**config.mk**
```make
export PLATFORM = sky130hd
export DESIGN_NAME = bce_ctrl
export DESIGN_NICKNAME = d
export VERILOG_FILES = /design/src/rtl/core/bce_pkg.sv /design/src/rtl/core/bce_ctrl.sv
export SDC_FILE = /design/constraint.sdc
export NUM_CORES = 1
export LEC_CHECK = 0
export BUFFER_PORTS_ARGS = -buffer_cell sky130_fd_sc_hd__buf_2
export CAP_MARGIN = 20
export CORE_ASPECT_RATIO = 1.1
export CORE_MARGIN = 2
export CORE_UTILIZATION = 37
export CTS_BUF_LIST = sky130_fd_sc_hd__clkbuf_8
export DETAILED_ROUTE_END_ITERATION = 16
export HOLD_SLACK_MARGIN = 0.12
export PLACE_DENSITY_LB_ADDON = 0.05
export SLEW_MARGIN = 20
export SYNTH_ARGS = -nofsm -noshare
export SYNTH_HDL_FRONTEND = slang
export SYNTH_SLANG_ARGS = --single-unit
```
**constraint.sdc**
```tcl
create_clock -name i_clk -period 5.3 [get_ports i_clk]
set_input_delay 1.325 -clock i_clk [delete_from_list [all_inputs] [get_ports i_clk]]
set_output_delay 1.325 -clock i_clk [all_outputs]
set_load 0.01 [all_outputs]
```
**src/rtl/core/bce_pkg.sv**
```systemverilog
// ----------------------------------------------------------------------------
// Biquad cascade equalizer package
// Shared payload types, controller/datapath command and status types, and
// constants of the fixed-point format.
// ----------------------------------------------------------------------------
package bce_pkg;

    localparam int BANDS_DEF    = 8;
    localparam int CHANNELS_DEF = 2;
    localparam int SAMPLE_BITS  = 24;

    localparam int COEF_W   = 32;
    localparam int NCOEF    = 5;
    localparam int NHIST    = 4;
    localparam int ROW_W    = NHIST * COEF_W;
    localparam int MASK_BITS = 8;
    localparam int GAIN_W   = 24;
    localparam int CFG_W    = 24;
    localparam int CFG_IDX_W = 1;

    localparam logic [23:0] GAIN_RESET = 24'd4194304;
    localparam logic [COEF_W-1:0] COEF_ONE = COEF_W'(32'h0100_0000);

    // Input conversion to Q8.24.
    localparam int IN_LSH = (SAMPLE_BITS <= 25) ? 25 - SAMPLE_BITS : 0;
    localparam int IN_RSH = (SAMPLE_BITS > 25) ? SAMPLE_BITS - 25 : 0;
    // Output rounding of Q8.24 times Q2.22.
    localparam int OUT_SH  = 47 - SAMPLE_BITS;
    localparam int OUT_RND = 46 - SAMPLE_BITS;

    localparam logic OP_SAMPLE = 1'b0;
    localparam logic OP_COEF   = 1'b1;

    localparam logic [CFG_IDX_W-1:0] CFG_MASK = 1'b0;
    localparam logic [CFG_IDX_W-1:0] CFG_GAIN = 1'b1;

    // Multiplier operand selection.
    localparam logic [2:0] TERM_X0   = 3'd0;
    localparam logic [2:0] TERM_X1   = 3'd1;
    localparam logic [2:0] TERM_X2   = 3'd2;
    localparam logic [2:0] TERM_Y1   = 3'd3;
    localparam logic [2:0] TERM_Y2   = 3'd4;
    localparam logic [2:0] TERM_GAIN = 3'd5;

    typedef struct packed {
        logic                          op;
        logic                          channel;
        logic signed [SAMPLE_BITS-1:0] sample_in;
        logic [2:0]                    band;
        logic [2:0]                    coef_select;
        logic signed [31:0]            coef_value;
    } t_in_item;

    typedef struct packed {
        logic                          out_channel;
        logic signed [SAMPLE_BITS-1:0] sample_out;
        logic                          clipped;
    } t_out_item;

    typedef struct packed {
        logic       load_x;
        logic       coef_wr;
        logic       rd_coef;
        logic [2:0] coef_k;
        logic       rd_hist;
        logic       mul_en;
        logic [2:0] mul_term;
        logic       acc_en;
        logic       acc_first;
        logic       round_band;
        logic       hist_wr;
        logic       out_load;
    } t_dp_cmd;

    typedef struct packed {
        logic band_en;
        logic out_free;
    } t_dp_stat;

endpackage

```
**src/rtl/core/bce_ctrl.sv**
```systemverilog
// ----------------------------------------------------------------------------
// Equalizer controller
// Sequences one request at a time: coefficient writes, the band cascade with
// its multiply-accumulate steps, the output gain and the result hand-off.
// ----------------------------------------------------------------------------
module bce_ctrl
    import bce_pkg::*;
#(
    parameter int BANDS    = BANDS_DEF,
    parameter int CHANNELS = CHANNELS_DEF
) (
    input  logic                                     i_clk,
    input  logic                                     i_rst_n,
    input  logic                                     i_in_valid,
    input  t_in_item                                 i_item,
    output logic                                     o_in_stall,
    input  t_dp_stat                                 i_stat,
    output t_dp_cmd                                  o_cmd,
    output logic [((BANDS > 1) ? $clog2(BANDS) : 1)-1:0] o_band
);

    localparam int BW = (BANDS > 1) ? $clog2(BANDS) : 1;

    localparam logic [1:0] ST_IDLE = 2'd0;
    localparam logic [1:0] ST_BAND = 2'd1;
    localparam logic [1:0] ST_GAIN = 2'd2;
    localparam logic [1:0] ST_OUT  = 2'd3;

    localparam logic [3:0] STEP_LAST_RD   = 4'd4;
    localparam logic [3:0] STEP_FIRST_MUL = 4'd1;
    localparam logic [3:0] STEP_LAST_MUL  = 4'd5;
    localparam logic [3:0] STEP_FIRST_ACC = 4'd2;
    localparam logic [3:0] STEP_LAST_ACC  = 4'd6;
    localparam logic [3:0] STEP_ROUND     = 4'd7;
    localparam logic [3:0] STEP_WRITE     = 4'd8;

    localparam logic [BW-1:0] LAST_BAND = BW'(BANDS - 1);

    logic [1:0]    r_state, n_state;
    logic [BW-1:0] r_band, n_band;
    logic [3:0]    r_step, n_step;
    logic [3:0]    step_m1;

    assign step_m1 = r_step - 4'd1;

    always_comb begin
        n_state = r_state;
        n_band  = r_band;
        n_step  = r_step;
        o_cmd   = '0;
        unique case (r_state)
            ST_IDLE: begin
                if (i_in_valid) begin
                    if (i_item.op == OP_COEF) begin
                        o_cmd.coef_wr = (int'(i_item.band) < BANDS) &&
                                        (int'(i_item.coef_select) < NCOEF);
                    end else if (int'(i_item.channel) < CHANNELS) begin
                        o_cmd.load_x = 1'b1;
                        n_state      = ST_BAND;
                        n_band       = '0;
                        n_step       = '0;
                    end
                end
            end
            ST_BAND: begin
                if (!i_stat.band_en || r_step == STEP_WRITE) begin
                    o_cmd.hist_wr = i_stat.band_en;
                    n_step        = '0;
                    if (r_band == LAST_BAND) begin
                        n_state = ST_GAIN;
                    end else begin
                        n_band = r_band + BW'(1);
                    end
                end else begin
                    n_step = r_step + 4'd1;
                end
                if (i_stat.band_en) begin
                    // Coefficient k is read in step k and multiplied in the next
                    // step; its product is accumulated in the step after that.
                    o_cmd.rd_coef    = r_step <= STEP_LAST_RD;
                    o_cmd.coef_k     = r_step[2:0];
                    o_cmd.rd_hist    = r_step == '0;
                    o_cmd.mul_en     = r_step >= STEP_FIRST_MUL && r_step <= STEP_LAST_MUL;
                    o_cmd.mul_term   = step_m1[2:0];
                    o_cmd.acc_en     = r_step >= STEP_FIRST_ACC && r_step <= STEP_LAST_ACC;
                    o_cmd.acc_first  = r_step == STEP_FIRST_ACC;
                    o_cmd.round_band = r_step == STEP_ROUND;
                end
            end
            ST_GAIN: begin
                o_cmd.mul_en   = 1'b1;
                o_cmd.mul_term = TERM_GAIN;
                n_state        = ST_OUT;
            end
            ST_OUT: begin
                if (i_stat.out_free) begin
                    o_cmd.out_load = 1'b1;
                    n_state        = ST_IDLE;
                end
            end
            default: begin
                n_state = ST_IDLE;
            end
        endcase
    end

    always_ff @(posedge i_clk) begin
        if (!i_rst_n) begin
            r_state <= ST_IDLE;
            r_band  <= '0;
            r_step  <= '0;
        end else begin
            r_state <= n_state;
            r_band  <= n_band;
            r_step  <= n_step;
        end
    end

    assign o_in_stall = r_state != ST_IDLE;
    assign o_band     = r_band;

endmodule

```
# == Yosys cells after proc, flatten, opt, wreduce, memory -nomap -nowiden ==
# Index checks and enable logic that the tools add are counted.
# Widths: inputs -> output; s select.
# word_totals
reg_bits,9
mem_bits_ro,0
latch_bits,0
output_inout_bits,20
elab_cells,62
inputBits,69
ramBits,0
mem_count,0
# classes
n_lt_le_gt_ge,6
reduce_logical,11
mul,0
bitwise_logic,0
mux,26
n_div,0
n_eq_ne,13
n_shift,0
n_addsub,3
# op_table
operator,count
$mux 4,4
$pmux 4 s2,2
$mux 2,7
$le 4x3->1 const B,3
$mux 12,1
$mux 3,4
$ne 2x2->1 const B,6
$reduce_and 5->1,2
$pmux 2 s4,1
$pmux 3 s2,1
$mux 1,5
$mux 5,1
$add 4x1->4 const B,1
$eq 2x2->1 const B,2
$eq 4x2->1 const B,1
$eq 4x3->1 const B,1
$eq 4x4->1 const B,1
$ge 4x1->1 const B,1
$ge 4x2->1 const B,1
$logic_not 4->1,1
$reduce_bool 2->1,2
$add 3x1->3 const B,1
$eq 3x3->1 const B,1
$lt 3x3->1 const B,1
7 further kinds,8

# == Logic depth before layout (Yosys ltp) ==
# Gate-level depths: netlist (run 1).
# logic_depth
depth_word,4
depth_mapped,7
ltp_nobuf,6

# == Least setup slack after synthesis (run 1) ==
# Ideal clock, no wire load.
# synth_timing
kind,input to output
from,input i_stat[1] in the netlist's numbering
to,output o_cmd[4] in the netlist's numbering
t_arrival_ns,2.109
slack_ns,1.866
n_path_buf,1
path_stages,4
t_required_ns,3.975
path_cell_list,nand2_2 -> or2_1 -> clkbuf_1 -> nor3_1
# synth_rtl
item,line_no,text
from (decl),bce_ctrl.sv:17,"input t_dp_stat i_stat,"
to (decl),bce_ctrl.sv:18,"output t_dp_cmd o_cmd,"

==> impl_metrics.json, run 1 <==
{
  "outcome": "finished clean",
  "ioPinCount": 89,
  "cp_max_fo": 9,
  "hp-start": "r_state[1]",
  "cts_tree": "done",
  "antenna_found_initial": 0,
  "start_util_pct": 39.0,
  "final_common_cell": "buf_2",
  "seq_area_frac_synth_pct": 23.1,
  "reg2reg_depth": 6,
  "synth_fp_nets": 177,
  "grt_max_degree": 17,
  "ant_nets": 0,
  "diodes": 0,
  "fin_worst_skew_ns": 0.000624,
  "start_kind": "input port",
  "critPathTopFamily": "simple AND/OR/NAND/NOR gates",
  "grt_use_total_pct": 16.0,
  "die_h_um": 52.2,
  "fin_tns_setup_ns": 0,
  "overflow": 0,
  "netlist_area_um2": 781,
  "path_class": "input port to primary output",
  "synth_seq_cells": 9,
  "slowest_delay_ns": 0.33,
  "routedWlPerCell_um": 11.1,
  "stdcell_count": 154,
  "n_fill_cell": 222,
  "critPathBufInv": 2,
  "reg2reg_to": "r_state[1]",
  "crit_path_frequent_cell": "buf_2",
  "holdPathEnd": "r_state[1]",
  "dr.pass1.iters": 4,
  "cts_setup_buffers": 0,
  "cts_htree_levels": 1,
  "regArea_um2": 180,
  "leakage_nw": 0.512,
  "tightestPinTransition_ns": 0.367,
  "power.density_nw_per_um2": 338,
  "final_cell_mix": "28 x buf_2, 13 x nand2_1, 11 x nor2_1, 11 x ha_1, 10 x inv_1",
  "dpl.hpwl_mm": 1.33,
  "grt_pass1_vias": 644,
  "cp_data_arrival_time_ns": 2.28,
  "wirelength_mm": 1.70,
  "worst_slack_ns": 1.70,
  "rsz0062_at_grt": "false",
  "required_ns": 3.97,
  "postCtsHoldBufs": 0,
  "port-buffer-count": 28,
  "maxSlewHeadroom_pct": 75.5,
  "critPathLaunch": "i_stat[1]",
  "placed_cells": 150,
  "die_x_um": 47.8,
  "cts_resized": 0,
  "synth_area_per_cell_um2": 8.05,
  "setup_viol": 0,
  "fin_util_pct": 49.4,
  "max_freq_mhz": 278,
  "die_area_um2": 2490,
  "nets": 207,
  "synthCells": 97,
  "placed_area_um2": 943,
  "drive_gt1_share_pct": 28.6,
  "path_cells": "buf_2, nand2_2, or2_1, nor2_1, o21a_1, buf_2",
  "r2r_slack_ns": 3.69,
  "place_ws_ns": 1.69,
  "design_area_um2": 988,
  "row_count": 17,
  "period_needed_ns": 3.60,
  "clock-sinks": 9,
  "place_congestion": 0.766,
  "grt_pass1_wl_mm": 2.77,
  "insertion_delay_ns": 0.24,
  "root_buffer": "clkbuf_8",
  "crit_path_end_kind": "primary output",
  "cts.clk_slew.worst_paths_ns": 0.05,
  "hold_viol_final": 0,
  "slowest_stage": "or2_1",
  "rr_startpoint": "r_step[0]",
  "drv_cap": 0,
  "synth_cell_types": 32,
  "maxSlewViolCount": 0,
  "core_um2": 2000,
  "drt_iter0_markers": 9,
  "ir_worst_vdd_uv": 217,
  "area_delta_synth_final_pct": 26.6,
  "hold_depth": 2,
  "vias_per_cell": 4.84,
  "synth_warnings": 0,
  "min_path_type": "register to register",
  "multi_input_area_um2": 554,
  "drcViolationCount": 0,
  "cts_made_buffers": 3,
  "num_vias": 745,
  "fin_crit_sh_pct": 68.0,
  "cts_buffer_depth": 2
}
[tightest hold or removal path, delay by kind of cell, from the launching register on]
kind	cells	cell delay (ns)
flip-flops	1	0.33
AND/OR/NAND/NOR	1	0.06
multiplexers	1	0.05
[cell families (layout without fill, tap and decap cells)]
group | count (synthesis) | in the layout | synth area share [%]
and+or+nand+nor | 44 | 44 | 32.9
AOI/OAI and AO/OA | 18 | 18 | 16.8
buffers and inverters | 12 | 41 | 5.93
adders and majority gates | 11 | 11 | 17.6
DFF | 9 | 9 | 23.1
muxes | 2 | 2 | 2.56
xor gates and xnor gates | 1 | 1 | 1.12
[through the flow]
step	total power [mW]	hold slack (ns)
after floorplan	0.214	0.468
after global placement	0.255	0.489
after detailed placement	0.257	0.493
after CTS	0.341	0.500
after global routing	0.364	0.529
final	0.334	0.495
[flip-flops by register name, summed over array words and instances (netlist names)]
signal / flops
r_state: 2
o_band: 3
r_step: 4
[metal layers]
metal | vias up | routed length, µm | part of all wire, % | track usage (%)
met5 | - | 0 | 0 | 0
met4 | 0 | 41 | 2.4 | 9.46
met3 | 5 | 106 | 6.2 | 5.17
met2 | 23 | 757 | 44 | 26.4
met1 | 325 | 796 | 47 | 16.9
li1 | 392 | - | - | -
[report_power, final]
group / internal [mW] / switching, mW / total, mW / leakage [nW]
logic: 0.0746 / 0.0966 / 0.171 / 0.412
registers: 0.0754 / 0.00767 / 0.0830 / 0.0728
clock network: 0.0506 / 0.0295 / 0.0801 / 0.0269
total: 0.201 / 0.134 / 0.334 / 0.512
[worst max path at each step]
stage          slack, ns        to  cells after the start
5_1_grt             1.62  o_cmd[8]                      6
4_1_cts             1.68  o_cmd[8]                      6
6_report            1.70  o_cmd[8]                      6
3_3_place_gp        1.70  o_cmd[8]                      6
2_1_floorplan       1.87  o_cmd[4]                      4
3_5_place_dp        1.69  o_cmd[8]                      6
[area by class of cell]
cell class	count	area share [%]
clock inverters	1	0.380
repair buffers	28	14.2
clock buffers	3	4.18
inverters	9	3.42
well taps	28	3.54
multi-input cells	76	56.1
flip-flops and latches	9	18.2
[cell usage after synthesis]
| library cell | n | area share (%) |
|---|---|---|
| dfxtp_1 | 9 | 23 |
| a21o_1 | 1 | 0.96 |
| a22o_1 | 1 | 1.1 |
| clkbuf_1 | 2 | 0.96 |
| buf_2 | 1 | 0.64 |
| and3_1 | 2 | 1.6 |
| a2bb2oi_1 | 1 | 1.1 |
| o22ai_2 | 1 | 1.6 |
| o21ai_0 | 3 | 1.9 |
| a21oi_1 | 1 | 0.64 |
| nor3b_1 | 1 | 0.96 |
| nor4b_4 | 1 | 3.0 |
| and2b_1 | 1 | 0.96 |
| nand2_1 | 13 | 6.3 |
| a32o_1 | 2 | 2.6 |
| xnor2_1 | 1 | 1.1 |
| nor2_1 | 11 | 5.3 |
| nand3b_1 | 4 | 3.8 |
| or2_1 | 1 | 0.80 |
| o21ai_1 | 1 | 0.64 |
| ha_1 | 11 | 18 |
| nor2b_4 | 1 | 1.8 |
| and4_1 | 2 | 2.2 |
| mux2i_1 | 2 | 2.6 |
| o22ai_1 | 3 | 2.4 |
| nor4_2 | 1 | 1.6 |
| and2_1 | 2 | 1.6 |
| nor3_1 | 2 | 1.3 |
| nor2b_1 | 1 | 0.80 |
| inv_1 | 9 | 4.3 |
| o21a_1 | 4 | 3.8 |
| nand2_2 | 1 | 0.80 |
Note: power is estimated with default switching activity, not from simulation.
==> inputs of run 2 (changes only) <==
- CORE_UTILIZATION: 37 -> 31
- clock period: 5.3 -> 3.23 ns (I/O delays scaled with it)
==> impl_metrics.json, run 2 (same netlist as run 1, synthesis figures left out) <==
{
  "postCtsHoldBufs": 0,
  "outcome": "finished clean",
  "die_h_um": 56.6,
  "cts.clk_slew.worst_paths_ns": 0.05,
  "maxSlewViolCount": 0,
  "hold_depth": 2,
  "fin_tns_setup_ns": 0,
  "dr.pass1.iters": 4,
  "ioPinCount": 89,
  "regMostFlops": "r_step",
  "maxSlewHeadroom_pct": 75.1,
  "clock-sinks": 9,
  "path_class": "register to primary output",
  "area_delta_synth_final_pct": 27.1,
  "path_cells": "inv_1, ha_1, nand2_2, or2_1, nor2_1, o21a_1, buf_2",
  "cts_setup_buffers": 0,
  "port-buffer-count": 28,
  "critPathTopFamily": "simple AND/OR/NAND/NOR gates",
  "grt_use_total_pct": 13.1,
  "min_path_type": "register to register",
  "rsz0062_at_grt": "false",
  "worst-path-stages": 7,
  "largest_register_ffs": 4,
  "cts_made_buffers": 3,
  "fin_worst_skew_ns": 0.00284,
  "grt_pass1_vias": 704,
  "grt_pass1_wl_mm": 2.95,
  "nets": 207,
  "placed_area_um2": 947,
  "root_buffer": "clkbuf_8",
  "n_fill_cell": 262,
  "drcViolationCount": 0,
  "final_cell_mix": "28 x buf_2, 13 x nand2_1, 11 x nor2_1, 11 x ha_1, 10 x inv_1",
  "cp_max_fo": 9,
  "hold_viol_final": 0,
  "start_kind": "register",
  "overflow": 0,
  "core_um2": 2450,
  "drv_cap": 0,
  "cp_data_arrival_time_ns": 1.79,
  "die_area_um2": 2940,
  "design_area_um2": 992,
  "drt_iter0_markers": 7,
  "max_freq_mhz": 385,
  "final_common_cell": "buf_2",
  "reg2reg_depth": 6,
  "vias_per_cell": 4.74,
  "diodes": 0,
  "power.density_nw_per_um2": 549,
  "setup_viol": 0,
  "ant_nets": 0,
  "cts_tree": "done",
  "slowest_stage": "dfxtp_1",
  "drive_gt1_share_pct": 28.6,
  "routedWlPerCell_um": 11.3,
  "holdWs_ns": 0.496,
  "r2r_slack_ns": 1.60,
  "ir_worst_vdd_uv": 204,
  "tightestPinTransition_ns": 0.373,
  "antenna_found_initial": 0,
  "period_needed_ns": 2.60,
  "power_mw": 0.544,
  "cts_htree_levels": 1,
  "grt_max_degree": 17,
  "critPathBufInv": 2,
  "place_congestion": 0.700,
  "leakage_nw": 0.512,
  "cts_resized": 0,
  "wirelength_mm": 1.78,
  "dpl.hpwl_mm": 1.39,
  "required_ns": 2.42,
  "num_vias": 744,
  "slowest_delay_ns": 0.37,
  "row_count": 19,
  "insertion_delay_ns": 0.23,
  "start_util_pct": 31.9,
  "die_x_um": 51.9,
  "cts_buffer_depth": 2,
  "crit_path_end_kind": "primary output",
  "fin_crit_sh_pct": 80.4
}
[run 2: cell counts in the layout (fill, tap and decap cells not counted)]
Identical to the previous run, type by type.
[run 2: through the flow]
stage / cells / worst slack [ns] / utilization [%]
6_report: 157 / 0.635 / 40.5
5_1_grt: 157 / 0.475 / 40.5
4_1_cts: 157 / 0.591 / 40.5
3_5_place_dp: 153 / 0.654 / 38.7
3_3_place_gp: 153 / 0.650 / 38.7
2_1_floorplan: 97 / 0.831 / -
[run 2: worst paths after layout]
kind         startpoint          to
max          r_state[1]    o_cmd[8]
min          r_state[1]  r_state[1]
max reg2reg   r_step[0]  r_state[0]
min reg2reg  r_state[1]  r_state[1]
[run 2: worst register-to-register path, delay by kind of cell, from the launching register on]
| kind | cells | cell delay, ns |
|---|---|---|
| flops | 1 | 0.38 |
| buf+inv | 1 | 0.15 |
| mux | 1 | 0.22 |
| fa+ha+maj | 1 | 0.19 |
| simple gates | 3 | 0.62 |
[run 2: where the power goes]
part	switching, mW	internal [mW]	leakage, nW
clock	0.0437	0.0827	0.0269
sequential	0.0131	0.124	0.0728
combinational	0.159	0.122	0.412
[run 2: layer usage]
layer  up-vias  GRT usage (%)  wire [µm]
met2        29           20.6        781
met5         -              0          0
met3         0           2.13        115
li1        395              -          -
met4         0           6.77          0
met1       320           16.9        880
[run 2: cell type report]
cell class	instances	area, µm²	area share [%]
Timing Repair Buffer	28	140	14.1
Tap cell	31	38.8	3.91
Inverter	9	33.8	3.40
Clock inverter	1	3.75	0.378
Sequential cell	9	180	18.2
Clock buffer	3	41.3	4.16
Multi-Input combinational cell	76	554	55.9
